[src/hw/rtl/assert_macros.svh]
// ----------------------------------------------------------------------------
// Assertion macros
// Clocked concurrent assertion helpers shared by the RTL.
// ----------------------------------------------------------------------------
`ifndef ASSERT_MACROS_SVH
`define ASSERT_MACROS_SVH

// Checked at every rising edge, masked while reset is held.
`define ASSERT_CLK(label, clk, rst_n, prop, msg) \
    label: assert property (@(posedge clk) disable iff (!rst_n) prop) else $error(msg);

// Checked at every rising edge, reset included.
`define ASSERT_ALWAYS(label, clk, prop, msg) \
    label: assert property (@(posedge clk) prop) else $error(msg);

`endif

[src/hw/rtl/vcdg_pkg.sv]
// ----------------------------------------------------------------------------
// vcdg_pkg
// Shared types and constants of the voxel gradient block.
// ----------------------------------------------------------------------------
`default_nettype none

package vcdg_pkg;

    localparam int CW     = 5;   // coordinate width
    localparam int VW     = 8;   // voxel width
    localparam int GW     = 9;   // gradient width
    localparam int SW     = 6;   // size register width
    localparam int LW     = 9;   // width for limit compares
    localparam int CFG_AW = 2;   // config index width

    typedef logic [CFG_AW-1:0] t_cfg_addr;
    localparam t_cfg_addr CFG_X_SIZE = 2'd0;
    localparam t_cfg_addr CFG_Y_SIZE = 2'd1;
    localparam t_cfg_addr CFG_Z_SIZE = 2'd2;

    localparam logic [SW-1:0] SIZE_RESET = 6'd32;

    localparam logic OP_WRITE = 1'b0;
    localparam logic OP_GRAD  = 1'b1;

    // neighbor read order
    typedef logic [2:0] t_nb_idx;
    localparam t_nb_idx NB_XB = 3'd0;
    localparam t_nb_idx NB_XF = 3'd1;
    localparam t_nb_idx NB_YB = 3'd2;
    localparam t_nb_idx NB_YF = 3'd3;
    localparam t_nb_idx NB_ZB = 3'd4;
    localparam t_nb_idx NB_ZF = 3'd5;

    typedef struct packed {
        logic    load;
        logic    wr_en;
        logic    rd_en;
        t_nb_idx rd_idx;
        logic    cap_en;
        t_nb_idx cap_idx;
        logic    fin;
        logic    oor;
    } t_ctrl_cmd;

    typedef struct packed {
        logic in_vol;
    } t_dp_status;

endpackage

`default_nettype wire

[src/hw/rtl/vcdg_ctrl.sv]
// ----------------------------------------------------------------------------
// vcdg_ctrl
// Request sequencer: accepts requests, steps the six neighbor reads and
// issues the result strobe.
// ----------------------------------------------------------------------------
`default_nettype none

module vcdg_ctrl (
    input  wire logic                 i_clk,
    input  wire logic                 i_rst_n,
    input  wire logic                 i_start,
    input  wire logic                 i_opcode,
    input  wire vcdg_pkg::t_dp_status i_status,
    output vcdg_pkg::t_ctrl_cmd       o_cmd,
    output logic                      o_busy,
    output logic                      o_valid
);

    import vcdg_pkg::*;

    localparam logic [1:0] ST_IDLE = 2'd0;
    localparam logic [1:0] ST_READ = 2'd1;
    localparam logic [1:0] ST_FIN  = 2'd2;

    logic [1:0] r_state, n_state;
    t_nb_idx    r_idx, n_idx;
    logic       r_valid, n_valid;
    logic       accept;
    t_ctrl_cmd  cmd;

    assign accept = i_start && (r_state == ST_IDLE);

    always_comb begin
        cmd         = '0;
        cmd.load    = accept;
        cmd.wr_en   = accept && (i_opcode == OP_WRITE) && i_status.in_vol;
        cmd.oor     = accept && (i_opcode == OP_GRAD) && !i_status.in_vol;
        cmd.rd_en   = (r_state == ST_READ);
        cmd.rd_idx  = r_idx;
        cmd.cap_en  = (r_state == ST_READ) && (r_idx != NB_XB);
        cmd.cap_idx = r_idx - 3'd1;
        cmd.fin     = (r_state == ST_FIN);
    end

    always_comb begin
        n_state = r_state;
        n_idx   = r_idx;
        unique case (r_state)
            ST_IDLE: begin
                n_idx = NB_XB;
                if (accept && (i_opcode == OP_GRAD) && i_status.in_vol) begin
                    n_state = ST_READ;
                end
            end
            ST_READ: begin
                n_idx = r_idx + 3'd1;
                if (r_idx == NB_ZF) begin
                    n_state = ST_FIN;
                end
            end
            ST_FIN: begin
                n_state = ST_IDLE;
            end
            default: begin
                n_state = ST_IDLE;
            end
        endcase
        n_valid = cmd.fin || cmd.oor;
    end

    always_ff @(posedge i_clk) begin
        if (!i_rst_n) begin
            r_state <= ST_IDLE;
            r_idx   <= NB_XB;
            r_valid <= 1'b0;
        end else begin
            r_state <= n_state;
            r_idx   <= n_idx;
            r_valid <= n_valid;
        end
    end

    assign o_cmd   = cmd;
    assign o_busy  = (r_state != ST_IDLE);
    assign o_valid = r_valid;

endmodule

`default_nettype wire

[config.mk]
export PLATFORM = sky130hd
export DESIGN_NAME = vcdg_ctrl
export DESIGN_NICKNAME = d
export VERILOG_FILES = /design/src/hw/rtl/assert_macros.svh /design/src/hw/rtl/vcdg_pkg.sv /design/src/hw/rtl/vcdg_ctrl.sv
export SDC_FILE = /design/constraint.sdc
export NUM_CORES = 1
export LEC_CHECK = 0
export BUFFER_PORTS_ARGS = -buffer_cell sky130_fd_sc_hd__clkbuf_2
export CAP_MARGIN = 20
export CORE_AREA = 8 8 45 47
export DETAILED_ROUTE_END_ITERATION = 10
export DIE_AREA = 0 0 53 55
export SYNTH_ARGS = -nofsm -noshare
export SYNTH_HDL_FRONTEND = slang
export SYNTH_SLANG_ARGS = --single-unit
[constraint.sdc]
create_clock -name i_clk -period 1.8 [get_ports i_clk]
set_clock_uncertainty 0.15 [all_clocks]
set_input_delay 0.36 -clock i_clk [delete_from_list [all_inputs] [get_ports i_clk]]
set_output_delay 0.36 -clock i_clk [all_outputs]
set_load 0.01 [all_outputs]
### Yosys cells after proc, flatten, opt, wreduce, memory -nomap -nowiden

Cells that the tools add are included.

| cells by class | value |
|---|---|
| add/subtract/negate cells | 2 |
| equal/unequal tests | 5 |
| bitwise logic cells | 1 |
| muxes and demuxes | 4 |
| reduce and logical (&&, ||, !) cells | 14 |

Operator list:

| kind | number |
|---|---|
| $logic_and A1 B1 Y1 | 7 |
| $pmux W3 S2 | 1 |
| $mux W2 | 2 |
| $ne A2 B1 Y1 const B | 2 |
| $pmux W2 S2 | 1 |
| $reduce_bool A2 Y1 | 2 |
| $add A3 B1 Y3 const B | 1 |
| $eq A3 B3 Y1 const B | 1 |
| $reduce_bool A3 Y1 | 1 |
| $sub A3 B1 Y3 const B | 1 |
| $eq A2 B1 Y1 const B | 1 |
| $eq A2 B2 Y1 const B | 1 |
| $logic_not A2 Y1 | 1 |
| $reduce_and A2 Y1 | 1 |
| $logic_not A1 Y1 | 1 |
| $logic_or A1 B1 Y1 | 1 |
| $not A1 Y1 | 1 |

| storage, ports and cells | value |
|---|---|
| input port bits | 5 |
| flip-flop bits (word level) | 6 |
| output and inout port bits | 14 |

### Logic depth before layout (Yosys ltp)

| depth | value |
|---|---|
| depth after elaboration | 6 |
| gate-level depth with buffers | 4 |

### Worst setup path after synthesis

OpenSTA, ideal clock, no wires.

| path | value |
|---|---|
| path kind | flip-flop to output port |
| start point | reg r_idx[0] |
| end point | out o_cmd[5] in the netlist's numbering |
| setup slack | 0.222 ns |
| data arrival time | 1.068 ns |
| path buffers | 0 |
| stages on the path, launching flop included | 4 |
| cells stage by stage | dfxtp_1 -> inv_1 -> ha_1 -> a21boi_0 |

RTL lines:

| item | RTL line | RTL |
|---|---|---|
| start: declaration | vcdg_ctrl.sv:26 | `t_nb_idx r_idx, n_idx;` |
| start signal: assignment | vcdg_ctrl.sv:78 | `r_idx <= n_idx;` |
| end: declaration | vcdg_ctrl.sv:14 | `output vcdg_pkg::t_ctrl_cmd o_cmd,` |

==> summary.txt <==
Run status
  • Outcome: finished clean

GRT
  • Total track usage: 6.78%
  • Global-route wire length before repair: 1430 um
  • Antenna violations before repair: 0
  • Number of global-route vias before repair: 334
  • Largest net degree at the start of global routing: 12
  • Total grt overflow: 0

Floorplan
  • Io pins: 19
  • Initial Util: 29.3%
  • Area of the die: 0.00292 mm2
  • Die height: 55 um
  • Core Footprint: 0.00138 mm2
  • Cell row count: 14
  • Die Wd: 53 um

STA
  • Fin crit share: 94.1%
  • # setup viols final: 0
  • Max-slew violations: 0
  • Tmin final: 1.69 ns
  • Setup ws final: 0.106 ns
  • Hold Slack: 0.252 ns
  • Slew headroom: 83.8%
  • Worst-Margin Slew: 0.243 ns
  • Hold Fails Final Rpt: 0
  • Max Fclk: 590 MHz

Critical path
  • Worst-path maximum fanout: 4
  • Crit-path cells: inv_1, ha_1, a21boi_0, clkbuf_2
  • Data arrival, critical path: 1.18 ns
  • Crit end category: primary output
  • Buf+Inv Stages, Crit Path: 2
  • Crit start category: flip-flop
  • Crit Path Class: flip-flop to primary output
  • CP max stage delay: 0.37 ns
  • Crit-path slowest cell: dfxtp_1
  • Crit-path leading delay family: flip-flops
  • Worst Path Required: 1.29 ns

Route
  • Detailed-route DRC error count: 0
  • Via count: 348
  • Pre-Repair DR Iteration Count: 2
  • Post-DRT Antenna Nets: 0
  • Drt total wl: 892 um
  • Post-DR wirelength/cell: 11.2 um
  • DR vias/cell: 4.35
  • DRT iter0 DRCs: 1

CTS
  • CTS tree: yes
  • Post-cts hold buffer count: 0
  • Clk slew on worst S/H paths: 0.04 ns
  • Clock Tree Buf Depth: 2
  • Clock root buffer: clkbuf_4
  • Clk sinks: 6
  • TritonCTS Buffers: 3
  • H-tree depth: 1
  • Worst-Skew Late Latency: 0.24 ns

Final layout
  • Final core utilization: 37.5%
  • Nets: 75
  • Antenna cells: 0
  • Area Overhead vs Synth: 28.1%
  • Post-Layout Cell Count: 80
  • Fraction of layout cells with a size suffix above 1: 42.2%

Logic synthesis
  • Post-Syn Area: 405 um2
  • Sequential area share after synthesis: 29.6%
  • Asr flop ratio synth: 0%
  • Post-synthesis register bit count: 6
  • Share of the synthesized area in the top cell type: 29.6%
  • Syn Nets: 55
  • Synth Warn #: 0
  • Gate Count Post-Synth: 46
  • Synth area leaders: dfxtp_1 (30%), ha_1 (12%), buf_4 (5.6%)
  • Post-synth EDFFs: 0
  • Ys flop type: dfxtp_1
  • Synth cell types: 23
  • Area leader, netlist: dfxtp_1
  • Synth top cells by count: dfxtp_1 (6), inv_1 (6), nand2_1 (5)
  • Synthesized area per cell: 8.81 um2

Flow run
  • Max-cap violations: 0

Power and ir drop
  • Total chip power: 0.303 mW
  • Peak supply drop: 0.351 mV
  • Sw Pwr: 0.0711 mW
  • Pwr/cell area: 583 mW/mm2
  • Sequential power share: 46.1%
  • Switching share of power: 23.5%
  • Comb pwr share: 14.2%
  • Pint: 0.232 mW
  • Pleak: 0.240 nW
  • Clock share of power: 39.7%

Place
  • Dpl cells: 77
  • Pre-CTS setup slack: 0.246 ns
  • Placer Congestion: 0.667
  • Count of buffers from port buffering: 18
  • Final HPWL DP: 709 um

Worst hold path
  • HP Class: input pin to flip-flop
[metal layers]
layer | up-vias | routed length, um | global-route usage, %
met5 | - | 0 | 0
met4 | 0 | 6 | 2.59
met3 | 2 | 85 | 5.08
met2 | 7 | 449 | 11.3
met1 | 152 | 350 | 6.24
li1 | 187 | - | -
[registers in the layout, summed over array words and instances, names as in the netlist]
signal and flops:
o_valid 1, r_idx 3, r_state 2
[metrics by stage]
step                instance area (um2)  setup TNS (ns)
floorplan                           405               0
global placement                    489               0
detailed placement                  489               0
CTS                                 513               0
global route                        519        -0.00189
finish                              519               0
[placed cells by master, fill, tap and decap left out, drive strengths merged]
master	count
or3b	1
ha	4
a32o	1
nand2	5
clkbuf	21
a21oi	2
nand3b	3
a21boi	1
nor3	1
xor2	1
buf	1
or2	1
nor2b	2
a211oi	1
inv	6
nor3b	1
nor2	1
dfxtp	6
and2	1
nand4bb	1
and3b	2
a31oi	1
[power groups by stage]
stage / registers (mW) / logic, mW / clock network [mW]
global placement: 0.142 / 0.0435 / 0
floorplan: 0.141 / 0.0296 / 0
finish: 0.140 / 0.0429 / 0.120
CTS: 0.140 / 0.0433 / 0.127
global route: 0.140 / 0.0479 / 0.138
detailed placement: 0.142 / 0.0432 / 0
[final cells by class]
type / instances / area, um2
sequential: 6 / 125
fill: 148 / 865
clock buffer: 3 / 22.5
tap: 16 / 20.0
inverter: 6 / 22.5
multi-input combinational: 30 / 231
timing repair buffer: 19 / 97.6
[cell families after synthesis]
| family | share of synthesized area [%] |
|---|---|
| buffers and inverters | 13.9 |
| AND/OR/NAND/NOR | 30.9 |
| AO/OA/AOI/OAI | 11.1 |
| XOR/XNOR | 2.16 |
| flip-flops | 29.6 |
| adder cells (fa/ha/maj) | 12.3 |
[worst register-to-register path, delay by kind of cell (launching register included)]
kind	cells	cell delay [ns]
adders and majority gates	1	0.21
and+or+nand+nor	1	0.16
DFF	1	0.30
AOI/OAI and AO/OA	1	0.16
buffers and inverters	1	0.15
[final timing paths]
check / startpoint / to / slack [ns] / depth (start not counted)
worst min-delay path: i_start / o_valid / 0.25 / 3
worst max register to register: r_idx[0] / r_idx[2] / 0.61 / 4
worst max-delay path: r_idx[1] / o_cmd[5] / 0.11 / 4
worst min register to register: r_state[0] / o_valid / 0.34 / 1
[timing repair]
item | CTS | global route
buffers inserted | 0 | 0
gates resized for setup | 1 | 3
endpoints found under the setup margin | 1 | 1
Note: power is estimated with default switching activity, not from simulation.
